$ cat src/sv/hpv_pkg.sv
package hpv_pkg;

	// Operation codes of an input transaction
	localparam logic [1:0] OP_START   = 2'd0;
	localparam logic [1:0] OP_BATTERY = 2'd1;
	localparam logic [1:0] OP_LOAD    = 2'd2;

	// Fault codes
	localparam logic [1:0] FAULT_NONE    = 2'd0;
	localparam logic [1:0] FAULT_SHORT   = 2'd1;
	localparam logic [1:0] FAULT_LOW_BAT = 2'd2;

	// Configuration register indexes
	localparam logic [2:0] REG_TARGET_MV   = 3'd0;
	localparam logic [2:0] REG_DUTY_MAX    = 3'd1;
	localparam logic [2:0] REG_DUTY_MIN    = 3'd2;
	localparam logic [2:0] REG_SQUARE_MODE = 3'd3;
	localparam logic [2:0] REG_SHORT_THR   = 3'd4;
	localparam logic [2:0] REG_LOW_BAT_MV  = 3'd5;
	localparam logic [2:0] REG_BAT_OFFSET  = 3'd6;

	// Datapath widths
	localparam int ADC_W     = 12;
	localparam int MV_W      = 13;
	localparam int VDD_W     = 16;
	localparam int DUTY_W    = 8;
	localparam int OFS_W     = 10;
	localparam int LOW_W     = 5;
	localparam int CV_W      = 18;
	localparam int MUL_W     = 34;
	localparam int MUL_B     = 16;
	localparam int MUL_CNT_W = 5;
	localparam int DIV_W     = 34;
	localparam int DVS_W     = 32;
	localparam int DIV_CNT_W = 6;

	// Supply conversion: millivolts = REF_NUM / battery average
	localparam int               REF_NUM_W = 23;
	localparam logic [22:0]      REF_NUM   = 23'd4915200;
	localparam logic [15:0]      VDD_SAT   = 16'hFFFF;
	localparam logic [LOW_W-1:0] LOW_SAT   = 5'd31;

	typedef enum logic [3:0] {
		ST_IDLE,
		ST_BAT_AVG,
		ST_BAT_DIV,
		ST_BAT_LOW,
		ST_LOAD_AVG,
		ST_LOAD_MV,
		ST_LAW_T2,
		ST_LAW_NUM,
		ST_LAW_DEN,
		ST_LAW_DIV,
		ST_FINISH
	} hpv_state_t;

	typedef struct packed {
		logic                 go;
		logic [MUL_W-1:0]     mcand;
		logic [MUL_B-1:0]     mplier;
		logic [MUL_CNT_W-1:0] steps;
	} mul_req_t;

	typedef struct packed {
		logic                 go;
		logic [DIV_W-1:0]     dvd;
		logic [DVS_W-1:0]     dvs;
		logic [DIV_CNT_W-1:0] steps;
	} div_req_t;

endpackage

$ cat src/sv/hpv_mul.sv
// Shift-and-add multiplier, one multiplier bit per cycle, LSB first.
module hpv_mul (
	input  logic                        clk,
	input  logic                        arst_n,
	input  hpv_pkg::mul_req_t           req,
	output logic                        done,
	output logic [hpv_pkg::MUL_W-1:0]   product
);

	logic                            busy_q;
	logic                            done_q;
	logic [hpv_pkg::MUL_CNT_W-1:0]   cnt_q;
	logic [hpv_pkg::MUL_W-1:0]       acc_q;
	logic [hpv_pkg::MUL_W-1:0]       mcand_q;
	logic [hpv_pkg::MUL_B-1:0]       mplier_q;

	always_ff @(posedge clk or negedge arst_n) begin
		if (!arst_n) begin
			busy_q <= 1'b0;
			done_q <= 1'b0;
			cnt_q  <= '0;
		end else begin
			done_q <= 1'b0;
			if (req.go) begin
				busy_q <= 1'b1;
				cnt_q  <= req.steps;
			end else if (busy_q) begin
				cnt_q <= cnt_q - 1'b1;
				if (cnt_q == hpv_pkg::MUL_CNT_W'(1)) begin
					busy_q <= 1'b0;
					done_q <= 1'b1;
				end
			end
		end
	end

	always_ff @(posedge clk) begin
		if (req.go) begin
			acc_q    <= '0;
			mcand_q  <= req.mcand;
			mplier_q <= req.mplier;
		end else if (busy_q) begin
			if (mplier_q[0]) begin
				acc_q <= acc_q + mcand_q;
			end
			mcand_q  <= {mcand_q[hpv_pkg::MUL_W-2:0], 1'b0};
			mplier_q <= {1'b0, mplier_q[hpv_pkg::MUL_B-1:1]};
		end
	end

	assign done    = done_q;
	assign product = acc_q;

endmodule

$ cat src/sv/hpv_div.sv
// Restoring divider, one quotient bit per cycle. The dividend is left aligned,
// so a short dividend needs only as many steps as it has bits.
module hpv_div (
	input  logic                        clk,
	input  logic                        arst_n,
	input  hpv_pkg::div_req_t           req,
	output logic                        done,
	output logic [hpv_pkg::DIV_W-1:0]   quotient
);

	logic                            busy_q;
	logic                            done_q;
	logic [hpv_pkg::DIV_CNT_W-1:0]   cnt_q;
	logic [hpv_pkg::DVS_W-1:0]       rem_q;
	logic [hpv_pkg::DIV_W-1:0]       dvd_q;
	logic [hpv_pkg::DVS_W-1:0]       dvs_q;
	logic [hpv_pkg::DIV_W-1:0]       quo_q;
	logic [hpv_pkg::DVS_W:0]         trial;
	logic                            fits;

	assign trial = {rem_q, dvd_q[hpv_pkg::DIV_W-1]};
	assign fits  = (trial >= {1'b0, dvs_q});

	always_ff @(posedge clk or negedge arst_n) begin
		if (!arst_n) begin
			busy_q <= 1'b0;
			done_q <= 1'b0;
			cnt_q  <= '0;
		end else begin
			done_q <= 1'b0;
			if (req.go) begin
				busy_q <= 1'b1;
				cnt_q  <= req.steps;
			end else if (busy_q) begin
				cnt_q <= cnt_q - 1'b1;
				if (cnt_q == hpv_pkg::DIV_CNT_W'(1)) begin
					busy_q <= 1'b0;
					done_q <= 1'b1;
				end
			end
		end
	end

	always_ff @(posedge clk) begin
		if (req.go) begin
			rem_q <= '0;
			dvd_q <= req.dvd;
			dvs_q <= req.dvs;
			quo_q <= '0;
		end else if (busy_q) begin
			// remainder stays below the divisor, so the top trial bit drops out
			if (fits) begin
				rem_q <= hpv_pkg::DVS_W'(trial - {1'b0, dvs_q});
			end else begin
				rem_q <= trial[hpv_pkg::DVS_W-1:0];
			end
			dvd_q <= {dvd_q[hpv_pkg::DIV_W-2:0], 1'b0};
			quo_q <= {quo_q[hpv_pkg::DIV_W-2:0], fits};
		end
	end

	assign done     = done_q;
	assign quotient = quo_q;

endmodule

$ cat src/sv/heater_pwm_voltage_regulator.sv
// Heater PWM voltage regulator. Every input transaction (start, battery
// reference sample, load sample or unused opcode) yields exactly one result
// transaction that shows both duties, the supply millivolts, the fault code
// and the running flag as they stand after that item. Items are handled one
// at a time by a sequencer that drives a bit-serial shift-and-add multiplier
// and a bit-serial restoring divider; these two units set the latency. A
// completed battery average runs an averaging division over the S bits of
// the sample sum (15 for five samples) and, for a nonzero average, a 23 bit
// reference division. Start runs 13, 8 and 16 bit products and a 34 bit
// division in square mode, an 8 bit product and the 34 bit division in linear
// mode, the division only for a nonzero source; a completed load average adds
// the averaging division and a 12 bit scaling product first. in_stall stays
// high while an item is in work, and the finished result waits in the output
// register while out_stall is high, so the next item can already be taken.
// Configuration writes are always accepted (cfg_ready is tied high) and must
// only be issued while the block is idle.
module heater_pwm_voltage_regulator #(
	parameter int AVG_SAMPLES   = 5,
	parameter int LOW_BAT_LIMIT = 30
) (
	input  logic        clk,
	input  logic        arst_n,

	// input channel
	input  logic        in_valid,
	output logic        in_stall,
	input  logic [1:0]  opcode,
	input  logic        channel,
	input  logic [11:0] adc_value,
	input  logic [11:0] adc_recheck,

	// result channel
	output logic        out_valid,
	input  logic        out_stall,
	output logic [7:0]  duty_left,
	output logic [7:0]  duty_right,
	output logic [15:0] supply_mv,
	output logic [1:0]  fault,
	output logic        running,

	// configuration write channel
	input  logic        cfg_valid,
	output logic        cfg_ready,
	input  logic [2:0]  cfg_index,
	input  logic [12:0] cfg_data
);

	// Sample sum and averager counter widths follow the averaging depth
	localparam int SUM_W = $clog2(4095 * AVG_SAMPLES + 1);
	localparam int CNT_W = $clog2(AVG_SAMPLES + 1);

	// ---------------------------------------------------------------------
	// Configuration registers
	// ---------------------------------------------------------------------
	logic [hpv_pkg::MV_W-1:0]   target_mv_q;
	logic [hpv_pkg::DUTY_W-1:0] duty_max_q;
	logic [hpv_pkg::DUTY_W-1:0] duty_min_q;
	logic                       square_mode_q;
	logic [hpv_pkg::ADC_W-1:0]  short_thr_q;
	logic [hpv_pkg::MV_W-1:0]   low_bat_mv_q;
	logic [hpv_pkg::OFS_W-1:0]  bat_offset_q;

	// ---------------------------------------------------------------------
	// Regulator state
	// ---------------------------------------------------------------------
	hpv_pkg::hpv_state_t        state_q, state_d;
	logic                       kick_q;
	logic [hpv_pkg::VDD_W-1:0]  vdd_q;
	logic [SUM_W-1:0]           bat_sum_q;
	logic [CNT_W-1:0]           bat_cnt_q;
	logic [hpv_pkg::LOW_W-1:0]  low_cnt_q;
	logic [SUM_W-1:0]           load_sum_q [2];
	logic [CNT_W-1:0]           load_cnt_q [2];
	logic [hpv_pkg::DUTY_W-1:0] duty_q [2];
	logic                       heating_q;
	logic [1:0]                 fault_q;

	// Work registers of the item in progress
	logic [SUM_W-1:0]           wk_q;
	logic [hpv_pkg::ADC_W-1:0]  avg_q;
	logic [hpv_pkg::VDD_W-1:0]  v_q;
	logic [hpv_pkg::MUL_W-1:0]  num_q;
	logic [hpv_pkg::DVS_W-1:0]  den_q;
	logic                       ch_q;
	logic                       law_both_q;

	// Result register
	logic                       out_valid_q;
	logic [7:0]                 out_duty_l_q;
	logic [7:0]                 out_duty_r_q;
	logic [15:0]                out_supply_q;
	logic [1:0]                 out_fault_q;
	logic                       out_running_q;

	// Arithmetic units
	hpv_pkg::mul_req_t          mul_req;
	hpv_pkg::div_req_t          div_req;
	logic                       mul_done;
	logic                       div_done;
	logic [hpv_pkg::MUL_W-1:0]  mul_prod;
	logic [hpv_pkg::DIV_W-1:0]  div_quo;

	hpv_mul u_mul (
		.clk     (clk),
		.arst_n  (arst_n),
		.req     (mul_req),
		.done    (mul_done),
		.product (mul_prod)
	);

	hpv_div u_div (
		.clk      (clk),
		.arst_n   (arst_n),
		.req      (div_req),
		.done     (div_done),
		.quotient (div_quo)
	);

	// ---------------------------------------------------------------------
	// Combinational helpers
	// ---------------------------------------------------------------------
	logic                       accept;
	logic                       slot_free;
	logic [SUM_W-1:0]           bat_sum_next;
	logic [CNT_W-1:0]           bat_cnt_next;
	logic                       bat_full;
	logic                       adc_low;
	logic                       recheck_low;
	logic                       load_short;
	logic [hpv_pkg::ADC_W-1:0]  load_sample;
	logic [SUM_W-1:0]           load_sum_next;
	logic [CNT_W-1:0]           load_cnt_next;
	logic                       load_full;
	logic signed [hpv_pkg::CV_W-1:0] cv;
	logic [hpv_pkg::VDD_W-1:0]  cv_sat;
	logic                       bat_low;
	logic [hpv_pkg::LOW_W-1:0]  low_next;
	logic                       low_trip;
	logic [hpv_pkg::DUTY_W-1:0] law_duty;
	logic [hpv_pkg::VDD_W-1:0]  vdd_conv;
	hpv_pkg::hpv_state_t        law_entry;
	logic                       do_stop;
	logic [1:0]                 stop_code;

	assign accept    = in_valid && !in_stall;
	assign slot_free = !out_valid_q || !out_stall;

	// Battery averager
	assign bat_sum_next = bat_sum_q + SUM_W'(adc_value);
	assign bat_cnt_next = bat_cnt_q + 1'b1;
	assign bat_full     = (bat_cnt_next == CNT_W'(AVG_SAMPLES));

	// Load short check: a low recheck confirms, otherwise average the recheck
	assign adc_low       = (adc_value < short_thr_q);
	assign recheck_low   = (adc_recheck < short_thr_q);
	assign load_short    = adc_low && recheck_low;
	assign load_sample   = adc_low ? adc_recheck : adc_value;
	assign load_sum_next = load_sum_q[channel] + SUM_W'(load_sample);
	assign load_cnt_next = load_cnt_q[channel] + 1'b1;
	assign load_full     = (load_cnt_next == CNT_W'(AVG_SAMPLES));

	// Supply with offset, signed, and its clamp to 0..65535
	assign cv = $signed({2'b00, vdd_q})
		+ $signed({{(hpv_pkg::CV_W - hpv_pkg::OFS_W){bat_offset_q[hpv_pkg::OFS_W-1]}},
			bat_offset_q});

	always_comb begin
		if (cv[hpv_pkg::CV_W-1]) begin
			cv_sat = '0;
		end else if (cv[hpv_pkg::CV_W-2]) begin
			cv_sat = hpv_pkg::VDD_SAT;
		end else begin
			cv_sat = cv[hpv_pkg::VDD_W-1:0];
		end
	end

	// Low battery counting, saturating at its top
	assign bat_low  = (cv < $signed({5'b00000, low_bat_mv_q}));
	assign low_next = (low_cnt_q < hpv_pkg::LOW_SAT) ? low_cnt_q + 1'b1 : low_cnt_q;
	assign low_trip = heating_q && bat_low && (low_next > hpv_pkg::LOW_W'(LOW_BAT_LIMIT));

	// Clamp the quotient: upper limit first, then lower
	always_comb begin
		if (div_quo > hpv_pkg::DIV_W'(duty_max_q)) begin
			law_duty = duty_max_q;
		end else if (div_quo < hpv_pkg::DIV_W'(duty_min_q)) begin
			law_duty = duty_min_q;
		end else begin
			law_duty = div_quo[hpv_pkg::DUTY_W-1:0];
		end
	end

	// Supply millivolts from the division, saturating
	assign vdd_conv = (div_quo > hpv_pkg::DIV_W'(hpv_pkg::VDD_SAT)) ?
		hpv_pkg::VDD_SAT : div_quo[hpv_pkg::VDD_W-1:0];

	// Square mode squares target and source first; linear goes straight to scaling
	assign law_entry = square_mode_q ? hpv_pkg::ST_LAW_T2 : hpv_pkg::ST_LAW_NUM;

	// ---------------------------------------------------------------------
	// Sequencer: next state
	// ---------------------------------------------------------------------
	always_comb begin
		state_d = state_q;
		unique case (state_q)
			hpv_pkg::ST_IDLE: begin
				if (accept) begin
					case (opcode)
						hpv_pkg::OP_START: begin
							state_d = law_entry;
						end
						hpv_pkg::OP_BATTERY: begin
							state_d = bat_full ? hpv_pkg::ST_BAT_AVG : hpv_pkg::ST_FINISH;
						end
						hpv_pkg::OP_LOAD: begin
							if (heating_q && !load_short && load_full) begin
								state_d = hpv_pkg::ST_LOAD_AVG;
							end else begin
								state_d = hpv_pkg::ST_FINISH;
							end
						end
						default: begin
							state_d = hpv_pkg::ST_FINISH;
						end
					endcase
				end
			end
			hpv_pkg::ST_BAT_AVG: begin
				if (div_done) begin
					state_d = (div_quo == '0) ? hpv_pkg::ST_BAT_LOW : hpv_pkg::ST_BAT_DIV;
				end
			end
			hpv_pkg::ST_BAT_DIV: begin
				if (div_done) begin
					state_d = hpv_pkg::ST_BAT_LOW;
				end
			end
			hpv_pkg::ST_BAT_LOW: begin
				state_d = hpv_pkg::ST_FINISH;
			end
			hpv_pkg::ST_LOAD_AVG: begin
				if (div_done) begin
					state_d = hpv_pkg::ST_LOAD_MV;
				end
			end
			hpv_pkg::ST_LOAD_MV: begin
				if (mul_done) begin
					state_d = law_entry;
				end
			end
			hpv_pkg::ST_LAW_T2: begin
				if (mul_done) begin
					state_d = hpv_pkg::ST_LAW_NUM;
				end
			end
			hpv_pkg::ST_LAW_NUM: begin
				if (mul_done) begin
					state_d = square_mode_q ? hpv_pkg::ST_LAW_DEN : hpv_pkg::ST_LAW_DIV;
				end
			end
			hpv_pkg::ST_LAW_DEN: begin
				if (mul_done) begin
					state_d = hpv_pkg::ST_LAW_DIV;
				end
			end
			hpv_pkg::ST_LAW_DIV: begin
				// a zero source voltage saturates without a division
				if ((kick_q && den_q == '0) || div_done) begin
					state_d = hpv_pkg::ST_FINISH;
				end
			end
			hpv_pkg::ST_FINISH: begin
				if (slot_free) begin
					state_d = hpv_pkg::ST_IDLE;
				end
			end
			default: begin
				state_d = hpv_pkg::ST_IDLE;
			end
		endcase
	end

	// ---------------------------------------------------------------------
	// Sequencer: outputs (unit launches, stop requests)
	// ---------------------------------------------------------------------
	always_comb begin
		mul_req   = '0;
		div_req   = '0;
		do_stop   = 1'b0;
		stop_code = hpv_pkg::FAULT_NONE;
		unique case (state_q)
			hpv_pkg::ST_IDLE: begin
				if (accept && opcode == hpv_pkg::OP_START) begin
					do_stop   = 1'b1;
					stop_code = hpv_pkg::FAULT_NONE;
				end else if (accept && opcode == hpv_pkg::OP_LOAD && heating_q && load_short) begin
					do_stop   = 1'b1;
					stop_code = hpv_pkg::FAULT_SHORT;
				end
			end
			hpv_pkg::ST_BAT_AVG, hpv_pkg::ST_LOAD_AVG: begin
				div_req.go    = kick_q;
				div_req.dvd   = {wk_q, {(hpv_pkg::DIV_W - SUM_W){1'b0}}};
				div_req.dvs   = hpv_pkg::DVS_W'(AVG_SAMPLES);
				div_req.steps = hpv_pkg::DIV_CNT_W'(SUM_W);
			end
			hpv_pkg::ST_BAT_DIV: begin
				div_req.go    = kick_q;
				div_req.dvd   = {hpv_pkg::REF_NUM, {(hpv_pkg::DIV_W - hpv_pkg::REF_NUM_W){1'b0}}};
				div_req.dvs   = hpv_pkg::DVS_W'(avg_q);
				div_req.steps = hpv_pkg::DIV_CNT_W'(hpv_pkg::REF_NUM_W);
			end
			hpv_pkg::ST_BAT_LOW: begin
				if (low_trip) begin
					do_stop   = 1'b1;
					stop_code = hpv_pkg::FAULT_LOW_BAT;
				end
			end
			hpv_pkg::ST_LOAD_MV: begin
				mul_req.go     = kick_q;
				mul_req.mcand  = hpv_pkg::MUL_W'(vdd_q);
				mul_req.mplier = hpv_pkg::MUL_B'(avg_q);
				mul_req.steps  = hpv_pkg::MUL_CNT_W'(hpv_pkg::ADC_W);
			end
			hpv_pkg::ST_LAW_T2: begin
				mul_req.go     = kick_q;
				mul_req.mcand  = hpv_pkg::MUL_W'(target_mv_q);
				mul_req.mplier = hpv_pkg::MUL_B'(target_mv_q);
				mul_req.steps  = hpv_pkg::MUL_CNT_W'(hpv_pkg::MV_W);
			end
			hpv_pkg::ST_LAW_NUM: begin
				mul_req.go     = kick_q;
				mul_req.mcand  = num_q;
				mul_req.mplier = hpv_pkg::MUL_B'(duty_max_q);
				mul_req.steps  = hpv_pkg::MUL_CNT_W'(hpv_pkg::DUTY_W);
			end
			hpv_pkg::ST_LAW_DEN: begin
				mul_req.go     = kick_q;
				mul_req.mcand  = hpv_pkg::MUL_W'(v_q);
				mul_req.mplier = v_q;
				mul_req.steps  = hpv_pkg::MUL_CNT_W'(hpv_pkg::VDD_W);
			end
			hpv_pkg::ST_LAW_DIV: begin
				div_req.go    = kick_q && (den_q != '0);
				div_req.dvd   = num_q;
				div_req.dvs   = den_q;
				div_req.steps = hpv_pkg::DIV_CNT_W'(hpv_pkg::DIV_W);
			end
			hpv_pkg::ST_FINISH: begin
				do_stop = 1'b0;
			end
			default: begin
				do_stop = 1'b0;
			end
		endcase
	end

	// ---------------------------------------------------------------------
	// Configuration port
	// ---------------------------------------------------------------------
	assign cfg_ready = 1'b1;

	always_ff @(posedge clk or negedge arst_n) begin
		if (!arst_n) begin
			target_mv_q   <= 13'd3300;
			duty_max_q    <= 8'd100;
			duty_min_q    <= 8'd0;
			square_mode_q <= 1'b1;
			short_thr_q   <= 12'd100;
			low_bat_mv_q  <= 13'd3300;
			bat_offset_q  <= '0;
		end else if (cfg_valid && cfg_ready) begin
			unique case (cfg_index)
				hpv_pkg::REG_TARGET_MV:   target_mv_q   <= cfg_data;
				hpv_pkg::REG_DUTY_MAX:    duty_max_q    <= cfg_data[7:0];
				hpv_pkg::REG_DUTY_MIN:    duty_min_q    <= cfg_data[7:0];
				hpv_pkg::REG_SQUARE_MODE: square_mode_q <= cfg_data[0];
				hpv_pkg::REG_SHORT_THR:   short_thr_q   <= cfg_data[11:0];
				hpv_pkg::REG_LOW_BAT_MV:  low_bat_mv_q  <= cfg_data;
				hpv_pkg::REG_BAT_OFFSET:  bat_offset_q  <= cfg_data[9:0];
				default: begin
					// writes beyond the register list are dropped
				end
			endcase
		end
	end

	// ---------------------------------------------------------------------
	// Sequencer state and regulator state
	// ---------------------------------------------------------------------
	always_ff @(posedge clk or negedge arst_n) begin
		if (!arst_n) begin
			state_q       <= hpv_pkg::ST_IDLE;
			kick_q        <= 1'b0;
			vdd_q         <= '0;
			bat_sum_q     <= '0;
			bat_cnt_q     <= '0;
			low_cnt_q     <= '0;
			load_sum_q[0] <= '0;
			load_sum_q[1] <= '0;
			load_cnt_q[0] <= '0;
			load_cnt_q[1] <= '0;
			duty_q[0]     <= '0;
			duty_q[1]     <= '0;
			heating_q     <= 1'b0;
			fault_q       <= hpv_pkg::FAULT_NONE;
			out_valid_q   <= 1'b0;
		end else begin
			state_q <= state_d;
			// a fresh state launches its unit job in its first cycle
			kick_q  <= (state_d != state_q);

			if (out_valid_q && !out_stall) begin
				out_valid_q <= 1'b0;
			end

			unique case (state_q)
				hpv_pkg::ST_IDLE: begin
					if (accept && opcode == hpv_pkg::OP_BATTERY) begin
						if (bat_full) begin
							bat_sum_q <= '0;
							bat_cnt_q <= '0;
						end else begin
							bat_sum_q <= bat_sum_next;
							bat_cnt_q <= bat_cnt_next;
						end
					end else if (accept && opcode == hpv_pkg::OP_LOAD && heating_q
						&& !load_short) begin
						if (load_full) begin
							load_sum_q[channel] <= '0;
							load_cnt_q[channel] <= '0;
						end else begin
							load_sum_q[channel] <= load_sum_next;
							load_cnt_q[channel] <= load_cnt_next;
						end
					end
				end
				hpv_pkg::ST_BAT_AVG: begin
					if (div_done && div_quo == '0) begin
						vdd_q <= hpv_pkg::VDD_SAT;
					end
				end
				hpv_pkg::ST_BAT_DIV: begin
					if (div_done) begin
						vdd_q <= vdd_conv;
					end
				end
				hpv_pkg::ST_BAT_LOW: begin
					// not heating or supply at or above the low limit: clear the count
					if (!heating_q || !bat_low) begin
						low_cnt_q <= '0;
					end else begin
						low_cnt_q <= low_next;
					end
				end
				hpv_pkg::ST_LAW_DIV: begin
					if (kick_q && den_q == '0) begin
						if (law_both_q) begin
							duty_q[0] <= duty_max_q;
							duty_q[1] <= duty_max_q;
						end else begin
							duty_q[ch_q] <= duty_max_q;
						end
					end else if (div_done) begin
						if (law_both_q) begin
							duty_q[0] <= law_duty;
							duty_q[1] <= law_duty;
						end else begin
							duty_q[ch_q] <= law_duty;
						end
					end
				end
				hpv_pkg::ST_FINISH: begin
					if (slot_free) begin
						out_valid_q <= 1'b1;
					end
				end
				default: begin
					// arithmetic states keep the regulator state
				end
			endcase

			// fault or start: drop output, clear averagers and low count
			if (do_stop) begin
				heating_q     <= 1'b0;
				fault_q       <= stop_code;
				duty_q[0]     <= '0;
				duty_q[1]     <= '0;
				bat_sum_q     <= '0;
				bat_cnt_q     <= '0;
				low_cnt_q     <= '0;
				load_sum_q[0] <= '0;
				load_sum_q[1] <= '0;
				load_cnt_q[0] <= '0;
				load_cnt_q[1] <= '0;
			end
			if (accept && opcode == hpv_pkg::OP_START) begin
				heating_q <= 1'b1;
			end
		end
	end

	// ---------------------------------------------------------------------
	// Work registers and result register (no reset)
	// ---------------------------------------------------------------------
	always_ff @(posedge clk) begin
		unique case (state_q)
			hpv_pkg::ST_IDLE: begin
				if (accept) begin
					ch_q       <= channel;
					law_both_q <= (opcode == hpv_pkg::OP_START);
					// linear mode scales the bare target
					num_q      <= hpv_pkg::MUL_W'(target_mv_q);
					v_q        <= cv_sat;
					wk_q       <= (opcode == hpv_pkg::OP_BATTERY) ? bat_sum_next : load_sum_next;
				end
			end
			hpv_pkg::ST_BAT_AVG, hpv_pkg::ST_LOAD_AVG: begin
				if (div_done) begin
					avg_q <= div_quo[hpv_pkg::ADC_W-1:0];
				end
			end
			hpv_pkg::ST_LOAD_MV: begin
				// millivolts = average * supply / 4096
				if (mul_done) begin
					v_q <= mul_prod[hpv_pkg::VDD_W+hpv_pkg::ADC_W-1:hpv_pkg::ADC_W];
				end
			end
			hpv_pkg::ST_LAW_T2: begin
				if (mul_done) begin
					num_q <= mul_prod;
				end
			end
			hpv_pkg::ST_LAW_NUM: begin
				if (mul_done) begin
					num_q <= mul_prod;
					den_q <= hpv_pkg::DVS_W'(v_q);
				end
			end
			hpv_pkg::ST_LAW_DEN: begin
				if (mul_done) begin
					den_q <= mul_prod[hpv_pkg::DVS_W-1:0];
				end
			end
			hpv_pkg::ST_FINISH: begin
				if (slot_free) begin
					out_duty_l_q  <= duty_q[0];
					out_duty_r_q  <= duty_q[1];
					out_supply_q  <= vdd_q;
					out_fault_q   <= fault_q;
					out_running_q <= heating_q;
				end
			end
			default: begin
				// hold
			end
		endcase
	end

	assign in_stall   = (state_q != hpv_pkg::ST_IDLE);
	assign out_valid  = out_valid_q;
	assign duty_left  = out_duty_l_q;
	assign duty_right = out_duty_r_q;
	assign supply_mv  = out_supply_q;
	assign fault      = out_fault_q;
	assign running    = out_running_q;

endmodule

$ cat config.mk
export PLATFORM = sky130hd
export DESIGN_NAME = heater_pwm_voltage_regulator
export DESIGN_NICKNAME = d
export VERILOG_FILES = /design/src/sv/hpv_pkg.sv /design/src/sv/hpv_mul.sv /design/src/sv/hpv_div.sv /design/src/sv/heater_pwm_voltage_regulator.sv
export SDC_FILE = /design/constraint.sdc
export NUM_CORES = 1
export LEC_CHECK = 0
export ABC_CLOCK_PERIOD_IN_PS = 8390
export BUFFER_PORTS_ARGS = -buffer_cell sky130_fd_sc_hd__buf_2
export CAP_MARGIN = 40
export CORE_MARGIN = 5
export CORE_UTILIZATION = 60
export DETAILED_ROUTE_END_ITERATION = 6
export PLACE_DENSITY = 0.77
export SLEW_MARGIN = 20
export SYNTH_ARGS = -nofsm -noshare
export SYNTH_HDL_FRONTEND = slang
export SYNTH_SLANG_ARGS = --single-unit
$ cat constraint.sdc
create_clock -name clk -period 8.39 [get_ports clk]
set_input_delay 0 -clock clk [delete_from_list [all_inputs] [get_ports clk]]
set_output_delay 0 -clock clk [all_outputs]
set_load 0.05 [all_outputs]
==> impl_metrics.py <==
metrics = {
    "layout": {
        "fill_cells": 3597,
        "fin_area_mm2": 0.03270,
        "regArea_mm2": 0.01440,
        "multi_input_area_mm2": 0.01392,
        "diodes": 0,
        "final_common_cell": "nand2_1",
        "instances_no_fill": 3645,
        "synthToLayoutAreaGrowth_pct": 11.40,
        "drive_above_1_share_pct": 12.64,
        "final_nets": 3193,
        "final_cell_mix": "nand2_1, edfxtp_1, nor2_1, a21oi_1, o21ai_0",
    },
    "global_route": {
        "grt_max_degree": 71,
        "track_usage_pct": 29.58,
        "grt_pass1_vias": 23060,
        "grt_pass1_wl_mm": 126.6,
        "grt-ovfl-total": 0,
        "antenna_found_initial": 3,
    },
    "route": {
        "avgRoutedWirePerCell_um": 21.91,
        "post-route-drc-count": 1,
        "viasPerCell": 6.376,
        "vias": 23240,
        "drt_pass1_iterations": 7,
        "wl_mm": 79.88,
        "drtIter0Drc": 2369,
        "antenna_left": 0,
    },
    "clock_network": {
        "h-tree-depth": 2,
        "clk_path_buf_depth": 3,
        "cts_root_buffer": "clkbuf_16",
        "cts_buffers": 55,
        "clkTransAtPathRegs_ns": 0.06,
        "cts_tree": "done",
        "insertion_delay_ns": 0.62,
        "cts_setup_buffers": 0,
        "clkSinkCount": 542,
    },
    "synthesis": {
        "synth.cell_area_mm2": 0.02935,
        "ys.flop_type": "edfxtp_1",
        "yosys_warnings": 0,
        "async_reset_ff_share_pct": 33.21,
        "synth_fp_nets": 3105,
        "syn_inst": 2888,
        "netlist.top_cell.by_area": "edfxtp_1",
        "ys_seq_elements": 542,
        "synthDistinctLibCells": 81,
        "synth_edf_count": 262,
        "ys_seq_area_share_pct": 49.06,
        "syn_avg_cell_area_um2": 10.16,
        "synth.top_cell.area_share_pct": 26.81,
        "yosys-top-cells-area": "edfxtp_1, dfrtp_1, ha_1, dfxtp_1, mux2_2",
    },
    "place": {
        "placed_cell_area_mm2": 0.03047,
        "dp_hpwl_mm": 56.09,
        "place.gp.congestion": 0.9150,
        "portBuffers": 84,
        "placed_cells": 3499,
    },
    "power_and_ir_drop": {
        "power.ir.vdd_worst_uv": 251.4,
        "combPwrFrac_pct": 47.5,
        "leakagePower_nw": 14.31,
        "p_sw_w": 0.005678,
        "p_sw_share_pct": 42.43,
        "pwr_density_cell_mw_per_mm2": 409.3,
        "seq_power_share_pct": 34.3,
        "power_w": 0.01338,
        "p_int_w": 0.007704,
        "clockPowerShare_pct": 18.2,
    },
    "die": {
        "die_w_um": 231.2,
        "start_util_pct": 60.33,
        "core.rowCount": 81,
        "core_mm2": 0.04865,
        "die_y_um": 231.2,
        "ios": 86,
        "die_area_mm2": 0.05344,
    },
    "setup_path": {
        "crit_type": "flip-flop to flip-flop",
        "required_ns": 8.90,
        "r2r-start": "bat_offset_q[1]",
        "crit_arrival_ns": 5.79,
        "crit_path_max_fanout": 30,
        "startpoint_type": "flip-flop",
        "worstSetupEndpointType": "flip-flop",
        "startpoint": "bat_offset_q[1]",
    },
    "timing": {
        "setup_viol": 0,
        "hold_viol_final": 0,
        "holdWs_ns": 0.05696,
        "period_needed_ns": 5.284,
        "slew_viol_final": 0,
        "fin_crit_sh_pct": 62.99,
        "fin_skew_ns": 0.01562,
        "timing.fmax_ghz": 0.1892,
        "slew_headroom_pct": 47.79,
        "tns_ns": 0,
        "rsz0062_at_grt": "false",
        "worstMarginPinSlew_ns": 0.7813,
    },
    "run_status": {
        "violations": "design-rule violations",
        "outcome": "finished with violations",
    },
    "min_path": {
        "hp-class": "input pin to flip-flop",
        "hp-start": "adc_value[5]",
    },
    "run": {
        "max_cap_viol_count": 0,
    },
}
==> worst paths after layout <==
| check | end | slack [ns] | cells past startpoint |
|---|---|---|---|
| worst min-delay path | bat_sum_q[5] | 0.06 | 4 |
| worst max-delay path | load_sum_q[6] | 3.11 | 18 |
| worst min register to register | duty_left[3] | 0.46 | 0 |
| min in group asynchronous | load_cnt_q[0] | 0.50 | 4 |
| worst max register to register | load_sum_q[6] | 3.11 | 18 |
| max in group asynchronous | target_mv_q[7] | 7.01 | 5 |
==> worst max-delay path, cell delays in order (launching register included) <==
cell      delay [ns]
dfrtp_1         0.42
ha_1            0.31
a21oi_1         0.20
o211ai_1        0.12
a21oi_1         0.39
o21ai_0         0.23
a21o_1          0.22
a21oi_1         0.16
xnor2_1         0.17
ha_1            0.29
a211o_1         0.31
a21oi_1         0.13
o21ai_0         0.10
o221ai_1        0.20
nor4bb_1        0.48
a41o_1          0.49
nand2b_2        0.60
buf_16          0.25
nor2_1          0.07
==> layer usage <==
layer	track usage, %	vias to the layer above	part of all wire [%]
met4	12.05	2	4.2
li1	-	10660	-
met5	0	-	0.016
met1	39.52	11260	40
met2	47.99	1120	47
met3	5.672	204	9.0
==> synthesized netlist by cell type, types with 10 or more instances <==
cell / instances
nor3_1: 48
or3_1: 13
nand2_1: 293
nor2_1: 241
and3_1: 36
a21o_1: 62
a31oi_1: 20
dfrtp_1: 161
edfxtp_1: 262
and2_1: 57
a22oi_1: 13
dfstp_2: 19
nand4_1: 12
nor4_1: 19
mux2i_1: 99
mux2_2: 101
o21ai_0: 175
nand2b_1: 25
o21bai_1: 14
dfxtp_1: 100
a211oi_1: 28
xor2_1: 39
clkbuf_1: 117
a21oi_1: 216
a32o_1: 11
o21a_1: 25
o211ai_1: 19
xnor2_1: 62
nand3_1: 74
a221oi_1: 21
a22o_1: 36
inv_1: 135
ha_1: 164
a222oi_1: 11
nor2b_1: 24
o31ai_1: 10
==> repair_timing <==
item,in CTS,in global routing
gates resized for setup,0,0
hold endpoints to repair,188,0
hold buffers,39,0
==> cells by family after synthesis <==
group,Yosys count,share of synthesized area [%]
other,1,0.01278
AND/OR/NAND/NOR,884,14.00
AO/OA/AOI/OAI,716,15.62
buffers and inverters,275,3.717
flip-flops,542,49.06
multiplexers,200,7.252
XOR/XNOR,101,3.014
adder cells (fa/ha/maj),169,7.333
==> final cells by class <==
type / count / share of cell area (%)
multi-input combinational: 2071 / 42.58
timing repair buffer: 170 / 3.964
sequential: 542 / 44.05
tap: 622 / 2.380
inverter: 136 / 1.565
clock inverter: 30 / 0.6505
clock buffer: 74 / 4.818
==> state kept, by name, summed over array words and instances, names as in the netlist, 30 cells and up <==
signal / count
num_q: 34
u_div.dvd_q: 34
u_div.quotient: 34
u_mul.mcand_q: 34
u_mul.product: 34
den_q: 32
u_div.dvs_q: 32
u_div.rem_q: 32
load_sum_q: 30
==> stage by stage <==
stage | setup WS [ns] | util, %
floorplan | 4.127 | -
global placement | 3.281 | 62.27
detailed placement | 3.245 | 62.63
CTS | 3.223 | 67.14
global route | 2.871 | 67.21
finish | 3.106 | 67.21
==> power by group through the flow <==
stage	registers, W	logic [W]	clock network [W]
floorplan	0.00444	0.00459	0
global placement	0.00457	0.00590	0
detailed placement	0.00461	0.00618	0
CTS	0.00457	0.00626	0.00245
global route	0.00467	0.00699	0.00257
finish	0.00459	0.00635	0.00244
Note: power is estimated with default switching activity, not from simulation.
